==> src/hdl/wfc_pkg.sv <==
`timescale 1ns / 1ps
// Shared types, constants and the delimiter test for the word frequency counter.
// Used by every module in hdl/; depends on nothing else.
package wfc_pkg;

    localparam int WORD_SLOTS_DEF = 512;
    localparam int WORD_CHARS_DEF = 11;
    localparam int COUNT_BITS_DEF = 16;

    // fixed widths of the result fields on the port
    localparam int SLOT_FIELD_W = 9;
    localparam int OCC_FIELD_W  = 16;
    localparam int M_TDATA_W    = 32;
    localparam int M_TUSER_W    = 3;

    localparam logic [7:0] CH_NUL    = 8'h00;
    localparam logic [7:0] CH_SPACE  = 8'h20;
    localparam logic [7:0] CH_NL     = 8'h0A;
    localparam logic [7:0] CH_QUOTE  = 8'h22;
    localparam logic [7:0] CH_PERIOD = 8'h2E;
    localparam logic [7:0] CH_COMMA  = 8'h2C;
    localparam logic [7:0] CH_SEMI   = 8'h3B;
    localparam logic [7:0] CH_COLON  = 8'h3A;
    localparam logic [7:0] CH_EXCL   = 8'h21;
    localparam logic [7:0] CH_QUEST  = 8'h3F;
    localparam logic [7:0] CH_LPAREN = 8'h28;
    localparam logic [7:0] CH_RPAREN = 8'h29;

    // status that travels with a finished word along the cell row
    typedef struct packed {
        logic valid;
        logic resolved;
        logic is_new;
        logic truncated;
    } wfc_flags_t;

    function automatic logic is_delim(input logic [7:0] c);
        return c inside {CH_NUL, CH_SPACE, CH_NL, CH_QUOTE, CH_PERIOD, CH_COMMA,
                         CH_SEMI, CH_COLON, CH_EXCL, CH_QUEST, CH_LPAREN, CH_RPAREN};
    endfunction

endpackage

==> src/hdl/wfc_cell.sv <==
`timescale 1ns / 1ps
// One table slot: holds a word and its count, matches or claims a passing
// word and hands the word on to the next slot. Depends on wfc_pkg.
module wfc_cell
    import wfc_pkg::*;
#(
    parameter int WORD_CHARS = WORD_CHARS_DEF,
    parameter int COUNT_BITS = COUNT_BITS_DEF,
    parameter int SLOT_W     = 9,
    parameter int CELL_IDX   = 0
) (
    input  logic                    aclk,
    input  logic                    aresetn,
    input  logic                    advance,
    input  wfc_flags_t              in_flags,
    input  logic [SLOT_W-1:0]       in_slot,
    input  logic [COUNT_BITS-1:0]   in_count,
    input  logic [WORD_CHARS*8-1:0] in_word,
    output wfc_flags_t              out_flags,
    output logic [SLOT_W-1:0]       out_slot,
    output logic [COUNT_BITS-1:0]   out_count,
    output logic [WORD_CHARS*8-1:0] out_word,
    output logic                    used
);

    logic                    used_reg, used_next;
    logic [WORD_CHARS*8-1:0] stored_reg, stored_next;
    logic [COUNT_BITS-1:0]   cnt_reg, cnt_next;
    wfc_flags_t              flags_reg, flags_next;
    logic [SLOT_W-1:0]       slot_reg, slot_next;
    logic [COUNT_BITS-1:0]   ocnt_reg, ocnt_next;
    logic [WORD_CHARS*8-1:0] word_reg, word_next;

    logic hit;
    logic claim;
    logic [COUNT_BITS-1:0] cnt_inc;

    always_comb begin
        hit     = used_reg && (stored_reg == in_word);
        claim   = !used_reg;
        cnt_inc = (cnt_reg == {COUNT_BITS{1'b1}}) ? cnt_reg : cnt_reg + 1'b1;

        used_next   = used_reg;
        stored_next = stored_reg;
        cnt_next    = cnt_reg;
        flags_next  = flags_reg;
        slot_next   = slot_reg;
        ocnt_next   = ocnt_reg;
        word_next   = word_reg;

        if (advance) begin
            flags_next = in_flags;
            slot_next  = in_slot;
            ocnt_next  = in_count;
            word_next  = in_word;
            if (in_flags.valid && !in_flags.resolved) begin
                if (hit) begin
                    cnt_next            = cnt_inc;
                    flags_next.resolved = 1'b1;
                    slot_next           = SLOT_W'(CELL_IDX);
                    ocnt_next           = cnt_inc;
                end else if (claim) begin
                    used_next           = 1'b1;
                    stored_next         = in_word;
                    cnt_next            = COUNT_BITS'(1);
                    flags_next.resolved = 1'b1;
                    flags_next.is_new   = 1'b1;
                    slot_next           = SLOT_W'(CELL_IDX);
                    ocnt_next           = COUNT_BITS'(1);
                end
            end
        end
    end

    always_ff @(posedge aclk) begin
        if (!aresetn) begin
            used_reg  <= 1'b0;
            flags_reg <= '0;
        end else begin
            used_reg  <= used_next;
            flags_reg <= flags_next;
        end
    end

    always_ff @(posedge aclk) begin
        stored_reg <= stored_next;
        cnt_reg    <= cnt_next;
        slot_reg   <= slot_next;
        ocnt_reg   <= ocnt_next;
        word_reg   <= word_next;
    end

    assign out_flags = flags_reg;
    assign out_slot  = slot_reg;
    assign out_count = ocnt_reg;
    assign out_word  = word_reg;
    assign used      = used_reg;

endmodule

==> config.mk <==
export PLATFORM = sky130hd
export DESIGN_NAME = wfc_cell
export DESIGN_NICKNAME = d
export VERILOG_FILES = /design/src/hdl/wfc_pkg.sv /design/src/hdl/wfc_cell.sv
export SDC_FILE = /design/constraint.sdc
export NUM_CORES = 1
export LEC_CHECK = 0
export BUFFER_PORTS_ARGS = -buffer_cell sky130_fd_sc_hd__buf_4
export CORE_MARGIN = 2
export CORE_UTILIZATION = 35
export CTS_BUF_LIST = sky130_fd_sc_hd__clkbuf_8
export CTS_CLUSTER_DIAMETER = 60
export DETAILED_ROUTE_END_ITERATION = 10
export PLACE_DENSITY = 0.58
export SYNTH_ARGS = -nofsm -noshare
export SYNTH_HDL_FRONTEND = slang
export SYNTH_SLANG_ARGS = --single-unit
==> constraint.sdc <==
create_clock -name aclk -period 6.4 [get_ports aclk]
set_input_delay 1.28 -clock aclk [delete_from_list [all_inputs] [get_ports aclk]]
set_output_delay 1.28 -clock aclk [all_outputs]
set_load 0.1 [all_outputs]
# Word-level counts from Yosys, hierarchy flattened
# Index checks and enable logic that the tools add are counted.
[word_totals]
register_bits = 222
latchBits = 0
mem_bits_rw = 0
romBits = 0
inputBits = 120
elab_cells = 35
mem_count = 0
[op_classes]
add_sub_neg = 1
multipliers = 0
div = 0
n_lt_le_gt_ge = 0
n_eq_ne = 3
shifts = 0
muxes = 13
bitwise = 2
n_reduce_logical = 6
[ops]
columns = ["operator", "count"]
rows = [
  ["$mux W16", 6],
  ["$eq A88 B88 Y1", 1],
  ["$mux W9", 3],
  ["$add A16 B1 Y16 const B", 1],
  ["$eq A16 B16 Y1 const B", 1],
  ["$reduce_and A3 Y1", 2],
  ["$mux W2", 2],
  ["$reduce_and A4 Y1", 1],
  ["$logic_and A1 B1 Y1", 2],
  ["$mux W1", 2],
  ["$ne A2 B1 Y1 const B", 1],
  ["$not A1 Y1", 2],
  ["$logic_not A1 Y1", 1],
]

# Longest topological paths before layout
[depth]
ltp_word = 4
ltp_mapped = 7
ltp_nobuf = 7

# Worst setup path before layout
# No wires, ideal clock.
[synth_timing]
kind = "input -> register"
startpoint = "input port in_flags[3] in the netlist's numbering"
endpoint = "register stored_reg[0], enable pin"
setup_ns = 0.537
t_arrival_ns = 5.407
required_time_ns = 5.863
slack_ns = 0.456
path_stages = 4
cell_sequence = "nor2b_1 > clkbuf_1 > nand2_1 > nor2_1"
[synth_between]
elab_chain_cells = 2
[synth_lines]
columns = ["item", "line", "text"]
rows = [
  ["start: declaration", "wfc_cell.sv:15", "input wfc_flags_t in_flags,"],
  ["$logic_and A1 B1 Y1", "wfc_cell.sv:56", "if (in_flags.valid && !in_flags.resolved) begin"],
  ["$reduce_and A4 Y1 (no line)", "-", ""],
  ["end signal: assignment", "wfc_cell.sv:86", "stored_reg <= stored_next;"],
  ["end: declaration", "wfc_cell.sv:27", "logic [WORD_CHARS*8-1:0] stored_reg, stored_next;"],
]
# No other way between the ends.
# A chain may end at the register's enable or synchronous reset.

# Final worst setup path
[layout_timing]
startpoint = "input port in_word[28]"
endpoint = "register cnt_reg[15], enable pin"
[layout_between]
elab_chain_cells = 4
[layout_lines]
columns = ["item", "line", "text"]
rows = [
  ["start: declaration", "wfc_cell.sv:18", "input logic [WORD_CHARS*8-1:0] in_word,"],
  ["$eq A88 B88 Y1", "wfc_cell.sv:39", "hit = used_reg && (stored_reg == in_word);"],
  ["$logic_and A1 B1 Y1", "wfc_cell.sv:39", ""],
  ["$ne A2 B1 Y1 (no line)", "-", ""],
  ["$reduce_and A3 Y1 (no line)", "-", ""],
  ["end signal: assignment", "wfc_cell.sv:87", "cnt_reg <= cnt_next;"],
  ["end: declaration", "wfc_cell.sv:28", "logic [COUNT_BITS-1:0] cnt_reg, cnt_next;"],
]
# No other way between the ends.

==> flow_metrics.py <==
metrics = {
    "grt": {
        "grt-ovfl-total": 0,
        "antenna_found_initial": 0,
        "grt_max_degree": 50,
        "first_global_vias": 5522,
        "grt_usage": 0.146,
        "grt_pass1_wl_um": 30000,
    },
    "final_layout": {
        "design_area_um2": 11600,
        "drive_above_1_share": 0.377,
        "syn_to_final_growth_pct": 33.6,
        "final_nets": 903,
        "seq_area_um2": 6620,
        "fillers": 2129,
        "antenna_cells": 0,
        "multi_input_area_um2": 2010,
    },
    "die": {
        "initial_core_util": 0.357,
        "die_y_um": 161,
        "num_rows": 57,
        "dieArea_um2": 26100,
        "fp.dieW_um": 161,
        "io_pins": 238,
        "coreArea_um2": 24300,
    },
    "worst_setup_path": {
        "worstPathArrival_ns": 4.14,
        "cp-endpoint": "cnt_reg[15]",
        "crit_buf_inv": 1,
        "critical_path_class": "input port to register",
        "r2r_slack_ns": 2.92,
        "path_delay_family": "simple AND/OR/NAND/NOR gates",
        "crit_start": "in_word[28]",
        "cp.required_ns": 6.52,
        "cp_num_cells": 7,
        "worstSetupEndpointType": "register",
        "slowest_stage": "nor2_1",
        "slowest_delay_ns": 1.03,
        "rr_endpoint": "cnt_reg[15]",
        "critPathMaxFanout": 16,
        "path_cells": "buf_4, xor2_1, nor4_1, nand4_1, nor4_4, a21oi_2, nor2_1",
        "r2r_cells": 6,
        "start_kind": "input port",
        "r2r-start": "stored_reg[28]",
    },
    "logic_synthesis": {
        "synth-async-reset-ratio": 0,
        "syn_inst": 509,
        "synth_warnings": 0,
        "ys_types": 40,
        "netlist_area_um2": 8680,
        "ys_seq_area_frac": 0.762,
        "synth_flop_cell": "edfxtp_1",
        "syn_area_per_cell_um2": 17.0,
        "synth-edff-count": 217,
        "syn_nets": 630,
        "synth_seq_cells": 222,
    },
    "route": {
        "final_antenna_net_count": 0,
        "drtIter0Drc": 328,
        "wl_per_cell_um": 17.1,
        "drt-total-wl_um": 19400,
        "num_vias": 5247,
        "firstDrtPassIters": 5,
        "drcViolationCount": 0,
        "vias_per_cell": 4.62,
    },
    "timing": {
        "fmax_mhz": 249,
        "tightest_slew_ns": 1.30,
        "drv_slew": 0,
        "setup_viol": 0,
        "post-route-period-util": 0.628,
        "rsz0062_at_grt": "no",
        "period_needed_ns": 4.02,
        "hold_violations": 0,
        "holdWs_ns": 0.519,
        "relSlewSlack": 0.128,
        "finalClockSkew_ns": 0.0155,
        "fin_tns_setup_ns": 0,
    },
    "cts": {
        "cts_hold_buf": 0,
        "cts_inserted_buffers": 39,
        "cts_tree": "done",
        "clockBufferDepth": 3,
        "cts_setup_buffers": 0,
        "ctsRootBufferMaster": "clkbuf_8",
        "htreeDepth": 2,
        "cts.sinks": 222,
        "clk_latency_ns": 0.51,
        "cts_resized": 0,
        "clk_pin_slew_ns": 0.06,
    },
    "power_and_ir_drop": {
        "peakVddDrop_mv": 0.164,
        "fin_total_pwr_mw": 3.62,
        "p_leak_nw": 4.59,
        "powerDensity_nw_per_um2": 313,
    },
    "placed_design": {
        "place_area_um2": 10900,
        "port_buffers": 237,
        "dp_hpwl_um": 14000,
        "gp_congestion": 0.810,
    },
    "flow_run": {
        "cap_violations": 0,
    },
    "run_status": {
        "outcome": "finished clean",
    },
    "worst_hold_path": {
        "hp-class": "register to register",
    },
}
==> synth_stat cells (2+ instances only) <==
master	number	share of area
edfxtp_1	217	0.75
xor2_1	86	0.087
nand2_1	32	0.014
nor2_1	22	0.0095
nor4_1	22	0.016
mux2i_1	20	0.023
nand4_1	12	0.0087
o21a_1	10	0.0087
xnor2_1	10	0.010
a21oi_1	6	0.0035
a2bb2oi_1	6	0.0061
clkbuf_1	6	0.0026
dfxtp_1	5	0.012
nor2b_1	5	0.0036
a22oi_1	4	0.0035
a31oi_1	4	0.0029
nand3_1	4	0.0023
mux2_2	3	0.0039
nor3_1	3	0.0017
o21ai_0	3	0.0017
a211oi_1	2	0.0017
and2_1	2	0.0014
and4_1	2	0.0020
buf_6	2	0.0026
inv_1	2	0.00087
nand2b_1	2	0.0014
nor4_4	2	0.0049
o211ai_1	2	0.0017
or2_2	2	0.0014
==> layer usage <==
| metal | GRT usage | wire (um) | up-vias |
|---|---|---|---|
| li1 | - | - | 2492 |
| met1 | 0.187 | 8290 | 2524 |
| met2 | 0.237 | 9200 | 197 |
| met3 | 0.0429 | 1500 | 34 |
| met4 | 0.0495 | 427 | 0 |
| met5 | 0 | 0 | - |
==> power breakdown <==
| part | internal [mW] | switching [mW] |
|---|---|---|
| logic | 0.151 | 0.528 |
| clock network | 0.667 | 0.567 |
| registers | 1.68 | 0.0267 |
==> placed cells by master, fill, tap and decap left out, drive strengths merged, types with 7 or more instances in the layout <==
cell type,count
a21oi,7
buf,241
clkbuf,40
clkinv,16
edfxtp,217
inv,13
mux2i,20
nand2,33
nand4,12
nor2,22
nor4,24
o21a,10
xnor2,10
xor2,86
==> how the worst min path moves through the flow <==
stage          slack, ns    startpoint      endpoint  depth (start not counted)
2_1_floorplan       0.63    cnt_reg[0]    cnt_reg[0]                          2
5_1_grt             0.57  out_flags[3]  out_flags[3]                          2
3_3_place_gp        0.50  out_flags[3]  out_flags[3]                          2
4_1_cts             0.52  out_flags[3]  out_flags[3]                          2
3_5_place_dp        0.51  out_flags[3]  out_flags[3]                          2
6_report            0.52  out_flags[3]  out_flags[3]                          2
==> metrics by stage <==
| step | worst slack (ns) | util | instances |
|---|---|---|---|
| floorplan | 0.456 | - | 509 |
| global placement | 1.85 | 0.446 | 1065 |
| detailed placement | 1.79 | 0.446 | 1065 |
| CTS | 2.31 | 0.477 | 1136 |
| global route | 2.14 | 0.477 | 1136 |
| finish | 2.38 | 0.477 | 1136 |
==> worst min-delay path: cells and delay by family (launching register included) <==
kind	cells	cell delay [ns]
DFF	1	0.32
and+or+nand+nor	1	0.10
muxes	1	0.06
==> layout make-up <==
| cell class | instances | area share |
|---|---|---|
| Clock inverter | 31 | 0.0164 |
| Timing Repair Buffer | 241 | 0.156 |
| Clock buffer | 40 | 0.0475 |
| Sequential cell | 222 | 0.571 |
| Tap cell | 324 | 0.0350 |
| Inverter | 2 | 0.000648 |
| Multi-Input combinational cell | 276 | 0.174 |
==> kinds of logic (layout without fill, tap and decap cells) <==
logic type               count (synthesis)  after routing  synth area share
buffers and inverters                   11            314           0.00649
AO/OA/AOI/OAI                           40             40            0.0326
multiplexers                            23             23            0.0270
adder cells (fa/ha/maj)                  1              1           0.00144
AND/OR/NAND/NOR                        116            116            0.0732
XOR/XNOR                                96             96            0.0969
flip-flops                             222            222             0.762
(Power assumes the default switching activity.)
