===== config.mk =====
export PLATFORM = sky130hd
export DESIGN_NAME = wfc_word_builder
export DESIGN_NICKNAME = d
export VERILOG_FILES = /design/src/hdl/wfc_pkg.sv /design/src/hdl/wfc_word_builder.sv
export SDC_FILE = /design/constraint.sdc
export NUM_CORES = 1
export LEC_CHECK = 0
export BUFFER_PORTS_ARGS = -buffer_cell sky130_fd_sc_hd__buf_2
export CAP_MARGIN = 25
export CORE_UTILIZATION = 40
export CTS_CLUSTER_SIZE = 30
export DETAILED_ROUTE_END_ITERATION = 10
export GPL_TIMING_DRIVEN = 0
export SLEW_MARGIN = 10
export SYNTH_ARGS = -nofsm -noshare
export SYNTH_HDL_FRONTEND = slang
export SYNTH_SLANG_ARGS = --single-unit
export TNS_END_PERCENT = 20

===== constraint.sdc =====
create_clock -name aclk -period 4.6 [get_ports aclk]
set_input_delay 0.46 -clock aclk [delete_from_list [all_inputs] [get_ports aclk]]
set_output_delay 0.46 -clock aclk [all_outputs]
set_load 0.01 [all_outputs]

===== src/hdl/wfc_pkg.sv =====
`timescale 1ns / 1ps
// Shared types, constants and the delimiter test for the word frequency counter.
// Used by every module in hdl/; depends on nothing else.
package wfc_pkg;

    localparam int WORD_SLOTS_DEF = 512;
    localparam int WORD_CHARS_DEF = 11;
    localparam int COUNT_BITS_DEF = 16;

    // fixed widths of the result fields on the port
    localparam int SLOT_FIELD_W = 9;
    localparam int OCC_FIELD_W  = 16;
    localparam int M_TDATA_W    = 32;
    localparam int M_TUSER_W    = 3;

    localparam logic [7:0] CH_NUL    = 8'h00;
    localparam logic [7:0] CH_SPACE  = 8'h20;
    localparam logic [7:0] CH_NL     = 8'h0A;
    localparam logic [7:0] CH_QUOTE  = 8'h22;
    localparam logic [7:0] CH_PERIOD = 8'h2E;
    localparam logic [7:0] CH_COMMA  = 8'h2C;
    localparam logic [7:0] CH_SEMI   = 8'h3B;
    localparam logic [7:0] CH_COLON  = 8'h3A;
    localparam logic [7:0] CH_EXCL   = 8'h21;
    localparam logic [7:0] CH_QUEST  = 8'h3F;
    localparam logic [7:0] CH_LPAREN = 8'h28;
    localparam logic [7:0] CH_RPAREN = 8'h29;

    // status that travels with a finished word along the cell row
    typedef struct packed {
        logic valid;
        logic resolved;
        logic is_new;
        logic truncated;
    } wfc_flags_t;

    function automatic logic is_delim(input logic [7:0] c);
        return c inside {CH_NUL, CH_SPACE, CH_NL, CH_QUOTE, CH_PERIOD, CH_COMMA,
                         CH_SEMI, CH_COLON, CH_EXCL, CH_QUEST, CH_LPAREN, CH_RPAREN};
    endfunction

endpackage


===== src/hdl/wfc_word_builder.sv =====
`timescale 1ns / 1ps
// Collects text bytes into the pending word and launches a finished word
// into the cell row. Depends on wfc_pkg.
module wfc_word_builder
    import wfc_pkg::*;
#(
    parameter int WORD_CHARS = WORD_CHARS_DEF
) (
    input  logic                    aclk,
    input  logic                    aresetn,
    input  logic                    advance,
    input  logic                    in_valid,
    input  logic [7:0]              text_byte,
    input  logic                    end_of_text,
    output wfc_flags_t              out_flags,
    output logic [WORD_CHARS*8-1:0] out_word
);

    localparam int LEN_W = $clog2(WORD_CHARS + 1);

    logic [WORD_CHARS*8-1:0] chars_reg, chars_next;
    logic [LEN_W-1:0]        len_reg, len_next;
    logic                    ovf_reg, ovf_next;
    wfc_flags_t              flags_reg, flags_next;
    logic [WORD_CHARS*8-1:0] word_reg, word_next;

    logic [WORD_CHARS*8-1:0] appended;
    logic                    delim;
    logic                    room;

    always_comb begin
        delim = is_delim(text_byte);
        room  = (len_reg < LEN_W'(WORD_CHARS));
        appended = chars_reg;
        for (int j = 0; j < WORD_CHARS; j++) begin
            if (room && (LEN_W'(j) == len_reg)) begin
                appended[j*8 +: 8] = text_byte;
            end
        end

        chars_next = chars_reg;
        len_next   = len_reg;
        ovf_next   = ovf_reg;
        flags_next = '0;
        word_next  = word_reg;

        if (advance && in_valid) begin
            if (delim) begin
                if (len_reg != '0) begin
                    flags_next.valid     = 1'b1;
                    flags_next.truncated = ovf_reg;
                    word_next            = chars_reg;
                    chars_next           = '0;
                    len_next             = '0;
                    ovf_next             = 1'b0;
                end
            end else if (end_of_text) begin
                // append first, then close the word
                flags_next.valid     = 1'b1;
                flags_next.truncated = ovf_reg | ~room;
                word_next            = appended;
                chars_next           = '0;
                len_next             = '0;
                ovf_next             = 1'b0;
            end else begin
                chars_next = appended;
                if (room) begin
                    len_next = len_reg + 1'b1;
                end else begin
                    ovf_next = 1'b1;
                end
            end
        end else if (!advance) begin
            flags_next = flags_reg;
        end
    end

    always_ff @(posedge aclk) begin
        if (!aresetn) begin
            chars_reg <= '0;
            len_reg   <= '0;
            ovf_reg   <= 1'b0;
            flags_reg <= '0;
        end else begin
            chars_reg <= chars_next;
            len_reg   <= len_next;
            ovf_reg   <= ovf_next;
            flags_reg <= flags_next;
        end
    end

    always_ff @(posedge aclk) begin
        word_reg <= word_next;
    end

    assign out_flags = flags_reg;
    assign out_word  = word_reg;

endmodule


Yosys cells after proc, flatten, opt, wreduce, memory -nomap -nowiden
Index checks and enable logic that the tools add are counted.
{"block": "word_totals", "register_bits": 183, "input_bits": 13}
{"block": "classes", "add_sub_neg": 1, "n_lt_le_gt_ge": 1, "eq_ne": 23, "mux": 34, "bitwise": 2, "n_reduce_logical": 23}
{"op": "$mux W88", "count": 6}
{"op": "$mux W8", "count": 11}
{"op": "$eq A8 B6 Y1 const B", "count": 10}
{"op": "$mux W4", "count": 5}
{"op": "$eq A3 B4 Y1 const A", "count": 4}
{"op": "$eq A4 B4 Y1 const A", "count": 3}
{"op": "$logic_and A1 B1 Y1", "count": 12}
{"op": "$mux W1", "count": 12}
{"op": "$reduce_bool A12 Y1", "count": 1}
{"op": "$reduce_and A3 Y1", "count": 3}
{"op": "$eq A2 B4 Y1 const A", "count": 2}
{"op": "$eq A8 B4 Y1 const B", "count": 1}
{"op": "$logic_not A8 Y1", "count": 1}
{"op": "$add A4 B1 Y4 const B", "count": 1}
{"op": "$eq A1 B4 Y1 const A", "count": 1}
{"op": "$logic_not A4 Y1", "count": 1}
{"op": "$lt A4 B4 Y1 const B", "count": 1}
{"op": "$reduce_bool A2 Y1", "count": 2}
{"op": "$reduce_bool A4 Y1", "count": 1}
{"op": "$ne A3 B3 Y1 const B", "count": 1}
{"op": "$reduce_bool A3 Y1", "count": 1}
{"op": "$ne A2 B1 Y1 const B", "count": 1}
{"op": "$reduce_and A2 Y1", "count": 1}
{"op": "$not A1 Y1", "count": 1}
{"op": "$or A1 B1 Y1", "count": 1}

Logic depth before layout (Yosys ltp)
Gate-level depths: netlist of the first run.
{"block": "depth", "ltp_word": 6, "mapped_depth": 9}

Worst setup path before layout of the first run
Ideal clock, no wire load.
{"block": "synth_path", "kind": "input-to-reg", "start": "input text_byte[1]", "end": "register word_reg[0], in the netlist out_word[0], enable pin", "arrival_time_ns": 3.612, "required_time_ns": 4.158, "setup_slack_ns": 0.547, "path_stages": 8, "path_buffers": 2, "cell_sequence": "clkbuf_4 > nand2_2 > a211o_1 > a2111o_1 > nor2b_4 > buf_6 > or2_1 > inv_1"}
{"block": "synth_via", "elab_chain_len": 4}
{"element": "start: declaration", "line_no": "wfc_word_builder.sv:13", "source": "input logic [7:0] text_byte,"}
{"element": "$eq A8 B6 Y1, or another cell as far along", "line_no": "wfc_pkg.sv:38", "source": "return c inside {CH_NUL, CH_SPACE, CH_NL, CH_QUOTE, CH_PERIOD, CH_COMMA,"}
{"element": "$reduce_bool A12 Y1 *", "line_no": "wfc_pkg.sv:38"}
{"element": "$ne A2 B1 Y1 (no line) or $reduce_bool A2 Y1 (tied branches)"}
{"element": "$reduce_and A3 Y1 (no line) *"}
{"element": "end signal: assignment", "line_no": "wfc_word_builder.sv:93", "source": "word_reg <= word_next;"}
{"element": "end: declaration", "line_no": "wfc_word_builder.sv:25", "source": "logic [WORD_CHARS*8-1:0] word_reg, word_next;"}
Every way passes the cells marked *; elsewhere a longest branch is shown, timed or not.
A chain may end at the register's enable or synchronous reset.

Final worst setup path of the first run
{"block": "layout_path", "start": "register len_reg[0]", "end": "register word_reg[48], in the netlist out_word[48], enable pin"}
{"block": "layout_via", "elab_chain_len": 3}
{"element": "start: declaration", "line_no": "wfc_word_builder.sv:22", "source": "logic [LEN_W-1:0] len_reg, len_next;"}
{"element": "start signal: assignment", "line_no": "wfc_word_builder.sv:86", "source": "len_reg <= len_next;"}
{"element": "$reduce_bool A4 Y1", "line_no": "wfc_word_builder.sv:49", "source": "if (len_reg != '0) begin"}
{"element": "$ne A2 B1 Y1 (no line)"}
{"element": "$reduce_and A3 Y1 (no line)"}
No other way between the ends.

==> flow_summary.yaml, run 1 <==
clock_tree:
  htree_levels: 4
  cts.hold.buffers_added: 0
  cts_tree: "yes"
  clock_path_buffers: 2
  cts-root-buf: "clkbuf_16"
  worstSkewPairLatency_ps: 440
  cts_setup_buffers: 0
  path_clk_slew_ps: 70
  cts-buffers-inserted: 17
  clock-sinks: 183
  post_cts_resized: 0
global_route:
  grt_pass1_vias: 5173
  grt_antenna_before_repair: 0
  grt_max_degree: 73
  grt_usage_pct: 20.67
  overflow: 0
  grt_pass1_wl_um: 29740
synth:
  avgSynthCellArea_um2: 12.28
  synth-edff-count: 88
  synth.largest_area_cell: "edfxtp_1"
  syn_inst: 614
  synthArstFlopShare_pct: 0
  synth_seq_cells: 183
  netlist_area_um2: 7542
  synthDistinctLibCells: 48
  yosys.cell_count.top_type: "nand2_1"
  synth.top_cells.by_area: "edfxtp_1 (35%), dfxtp_1 (25%), mux2_2 (7.3%), o22ai_1 (7.3%), mux2_4 (6.4%)"
  yosys.area.top_type_share_pct: 35.04
  yosys_warnings: 0
  synthTopCellsByCount: "nand2_1 (116), dfxtp_1 (95), edfxtp_1 (88), o22ai_1 (88), mux2_2 (49)"
  ys_seq_area_share_pct: 60.25
  synth-main-ff-cell: "dfxtp_1"
flow_run:
  maxCapViolCount: 0
sta:
  rsz0062_at_grt: "false"
  worst_slew_pin_slew_ps: 900.5
  hold_violations: 0
  tns_ps: 0
  fmax_mhz: 337.1
  period_needed_ps: 2966
  setup_viol: 0
  fin_crit_sh_pct: 64.48
  slew_viol_final: 0
  slew_headroom_pct: 39.97
  skew_ps: 14.71
detailed_routing:
  vias: 5254
  drt-wirelength-per-cell_um: 20.12
  detail-route-antenna-nets: 0
  drt_wl_total_um: 19590
  vias_per_cell: 5.394
  drtPass1Iterations: 6
  drt-initial-drc-count: 405
  drc_errors: 0
placed_design:
  io_buffers: 97
  place_inst: 942
  place_congestion: 0.8422
  dp_hpwl_um: 12610
  place_area_um2: 8348
critical_path:
  crit_arrival_ps: 3060
  crit_fanout: 72
  cp.required_ps: 4700
  r2r_cells: 10
  crit_path_end_kind: "register"
  crit_type: "register to register"
  cp-start-kind: "register"
finish:
  layout-drive-gt1-share_pct: 35.57
  final_area_um2: 8931
  final_cells: 974
  syn_to_final_growth_pct: 18.41
  nNetsFinal: 749
  n_antenna_cell: 0
hold_path:
  holdCritPathClass: "input pin to register"
  worstHoldPathCells: 3
pwr:
  finalPower_mw: 3.377
  power_density_nw_per_um2: 378.1
  peakVddDrop_uv: 274.9
  leakagePower_nw: 3.443
run_status:
  outcome: "complete, no violations"
floorplanning:
  start_util_pct: 41.42
  die_h_um: 139.3
  die_w_um: 139.3
  rows: 49
  ios: 105
  core_area_um2: 18210
  die_area_um2: 19410
[through the flow]
stage                     hold WS, ps  setup WS [ps]  utilization (%)
after floorplan                 442.7          546.5                -
after global placement          450.6         -285.7            45.68
after detailed placement        457.5           1458            45.85
after CTS                       344.4           1653            49.05
after global routing            374.2           1442            49.05
final                           341.8           1634            49.05
[cell usage in the layout, fill, tap and decap left out, types with 7 or more instances in the layout]
cell type	instances
nand2_2	11
nand2_1	116
o22ai_1	88
a21oi_2	7
dfxtp_1	95
clkbuf_16	18
inv_6	9
a21oi_1	11
mux2_2	49
clkbuf_1	18
edfxtp_1	88
mux2_4	32
o21ai_0	10
buf_2	111
nor2_1	8
[worst max-delay path, stage by stage, from the launching register on]
cell and delay, ps:
dfxtp_1 430, inv_1 90, ha_1 190, buf_2 200, nand2_1 140, nor3_1 60, a21o_1 300, buf_2 260
or2_1 320, inv_4 260, buf_16 340
[cell type report]
type	count	area, µm²
plain buffers	41	221.5
repair buffers	98	513.0
fillers	1618	9278
flip-flops and latches	183	4544
well taps	229	286.5
multi-input cells	385	2758
inverters	6	25.02
clock inverters	14	132.6
clock buffers	18	450.4
[path summary, 6_finish.rpt]
kind	to	slack [ps]	startpoint
setup reg to reg	out_word[48]	1630	len_reg[0]
hold reg to reg	chars_reg[15]	470	chars_reg[15]
setup / recovery	out_word[48]	1630	len_reg[0]
hold / removal	out_flags[3]	340	advance
[routing by layer]
metal	vias up	global-route usage [%]	part of all wire, %
met5	-	0	0
met4	0	7.544	2.1
met3	34	4.886	6.0
met2	198	34.59	48
met1	2537	25.98	44
li1	2485	-	-
[kinds of logic after synthesis]
family          share of synthesized area (%)
mux                                     13.69
compound gates                          11.08
fa+ha+maj                              0.6636
simple gates                            10.92
flops                                   60.25
xor+xnor                               0.1161
other cells                           0.04972
buf+inv                                 3.235
[where the power goes]
group	internal [mW]	switching [mW]
registers	1.72	0.00708
logic	0.0544	0.136
clock network	0.792	0.663
total	2.57	0.805
Note: power is estimated with default switching activity, not from simulation.
==> run 2, diff against run 1 <==
--- a/config.mk
+++ b/config.mk
@@ -5,6 +5,7 @@
 export SDC_FILE = /design/constraint.sdc
 export NUM_CORES = 1
 export LEC_CHECK = 0
+export ABC_AREA = 1
 export BUFFER_PORTS_ARGS = -buffer_cell sky130_fd_sc_hd__buf_2
 export CAP_MARGIN = 25
 export CORE_UTILIZATION = 40
==> constraint.sdc (replaced) <==
create_clock -name aclk -period 2.8 [get_ports aclk]
set_input_delay 0.28 -clock aclk [delete_from_list [all_inputs] [get_ports aclk]]
set_output_delay 0.28 -clock aclk [all_outputs]
set_load 0.01 [all_outputs]
==> flow_summary.yaml, run 2 <==
run_status:
  outcome: "complete, no violations"
pwr:
  power_density_nw_per_um2: 622.2
  leakagePower_nw: 4.176
  peakVddDrop_uv: 399.9
finish:
  layout-drive-gt1-share_pct: 15.41
  final_common_cell: "nand2_1"
  final_cells: 1464
  nNetsFinal: 1199
  syn_to_final_growth_pct: 17.83
  n_antenna_cell: 0
  mostFrequentLayoutCells: "nand2_1 (301), o21ai_0 (267), buf_2 (138), nor2_1 (101), inv_1 (101)"
sta:
  rsz0062_at_grt: "false"
  skew_ps: 8.310
  worst_slew_pin_slew_ps: 864.2
  slew_headroom_pct: 42.38
  slew_viol_final: 0
  fin_crit_sh_pct: 83.87
  hold_violations: 0
  setup_viol: 0
  setup_slack_ps: 451.6
  whs_ps: 125.4
  tns_ps: 0
  fmax_mhz: 425.8
  period_needed_ps: 2348
detailed_routing:
  drt-wirelength-per-cell_um: 14.95
  drt-initial-drc-count: 537
  drc_errors: 0
  vias_per_cell: 4.949
  drt_wl_total_um: 21880
  vias: 7246
  drtPass1Iterations: 5
  detail-route-antenna-nets: 0
synth:
  yosys_warnings: 0
  synthTopCellsByCount: "nand2_1 (301), o21ai_0 (267), nor2_1 (102)"
  synth-edff-count: 88
  synth.largest_area_cell: "edfxtp_1"
  syn_inst: 1057
  synth-main-ff-cell: "dfxtp_1"
  synth.top_cells.by_area: "edfxtp_1 (32%), dfxtp_1 (23%), o21ai_0 (16%), nand2_1 (14%), nor2_1 (4.6%)"
  ys_seq_area_share_pct: 54.46
  yosys.area.top_type_share_pct: 31.67
  synthDistinctLibCells: 25
  synthArstFlopShare_pct: 0
  synth_seq_cells: 183
  yosys.cell_count.top_type: "nand2_1"
  netlist_area_um2: 8344
  avgSynthCellArea_um2: 7.894
placed_design:
  dp_worst_setup_slack_ps: 453.2
  place_inst: 1433
  dp_hpwl_um: 14430
  io_buffers: 102
  place_congestion: 0.8187
clock_tree:
  htree_levels: 4
  worstSkewPairLatency_ps: 450
  post_cts_resized: 0
  cts_setup_buffers: 0
  cts_tree: "yes"
  cts-root-buf: "clkbuf_16"
  cts.hold.buffers_added: 0
  clock-sinks: 183
  cts-buffers-inserted: 17
  clock_path_buffers: 2
  path_clk_slew_ps: 60
floorplanning:
  die_w_um: 146.4
  die_area_um2: 21440
  start_util_pct: 40.97
  core_area_um2: 20360
  rows: 52
  ios: 105
  die_h_um: 146.4
critical_path:
  crit_arrival_ps: 2490
  cp.required_ps: 2940
  crit_fanout: 28
  cp-start-kind: "register"
  r2r_cells: 8
  crit_type: "register to register"
  crit_path_end_kind: "register"
global_route:
  grt_antenna_before_repair: 0
  overflow: 0
  grt_max_degree: 29
  grt_pass1_vias: 6381
  grt_pass1_wl_um: 34070
  grt_usage_pct: 20.78
flow_run:
  maxCapViolCount: 0
hold_path:
  holdCritPathClass: "input pin to register"
  worstHoldPathCells: 4
run 2: worst paths after layout:
path | start | to | slack [ps]
max | len_reg[0] | out_word[13] | 450
min | advance | out_flags[3] | 130
max reg2reg | len_reg[0] | out_word[13] | 450
min reg2reg | ovf_reg | ovf_reg | 470
run 2: cell type report:
class                      instances  area (µm²)
buffer                            71       339.1
clock buffer                      23       457.9
clock inverter                     8       102.6
fill                            1953       10530
inverter                         104       390.4
multi-input combinational        700        3082
sequential                       183        4544
tap                              270       337.8
timing repair buffer             105       578.1
run 2: kinds of logic (layout without fill, tap and decap cells):
| logic type | count (synthesis) | in the layout | share of synthesized area [%] |
|---|---|---|---|
| simple gates | 420 | 420 | 19.54 |
| compound gates | 273 | 273 | 16.51 |
| flops | 183 | 183 | 54.46 |
| buf+inv | 175 | 311 | 8.742 |
| fa+ha+maj | 4 | 4 | 0.5998 |
| other cells | 1 | 2 | 0.04494 |
| xor+xnor | 1 | 1 | 0.1050 |
run 2: worst max-delay path: stages (launching register included):
cell and delay (ps):
dfxtp_1 400, inv_1 100, ha_1 250, nand2_1 260
inv_2 100, nand2_1 80, nand2_1 70, nor2_4 480
buf_12 280
run 2: per-layer routing:
metal | vias to the layer above | GRT usage, % | share of wire, %
met5 | - | 0 | 0
met4 | 0 | 6.875 | 1.6
met3 | 28 | 3.719 | 5.0
met2 | 197 | 32.83 | 46
met1 | 3370 | 28.76 | 47
li1 | 3651 | - | -
run 2: through the flow:
stage	cell area [µm²]	util [%]	power, mW
5_1_grt	9832	48.28	6.383
6_report	9832	48.28	6.118
3_5_place_dp	9271	45.53	3.813
2_1_floorplan	8356	-	3.567
3_3_place_gp	9204	45.20	3.794
4_1_cts	9832	48.28	6.147
run 2: power by group:
part / internal, mW / switching [mW] / total (mW)
Combinational: 0.239 / 0.490 / 0.729
Clock: 1.33 / 1.02 / 2.36
Sequential: 2.97 / 0.0668 / 3.03
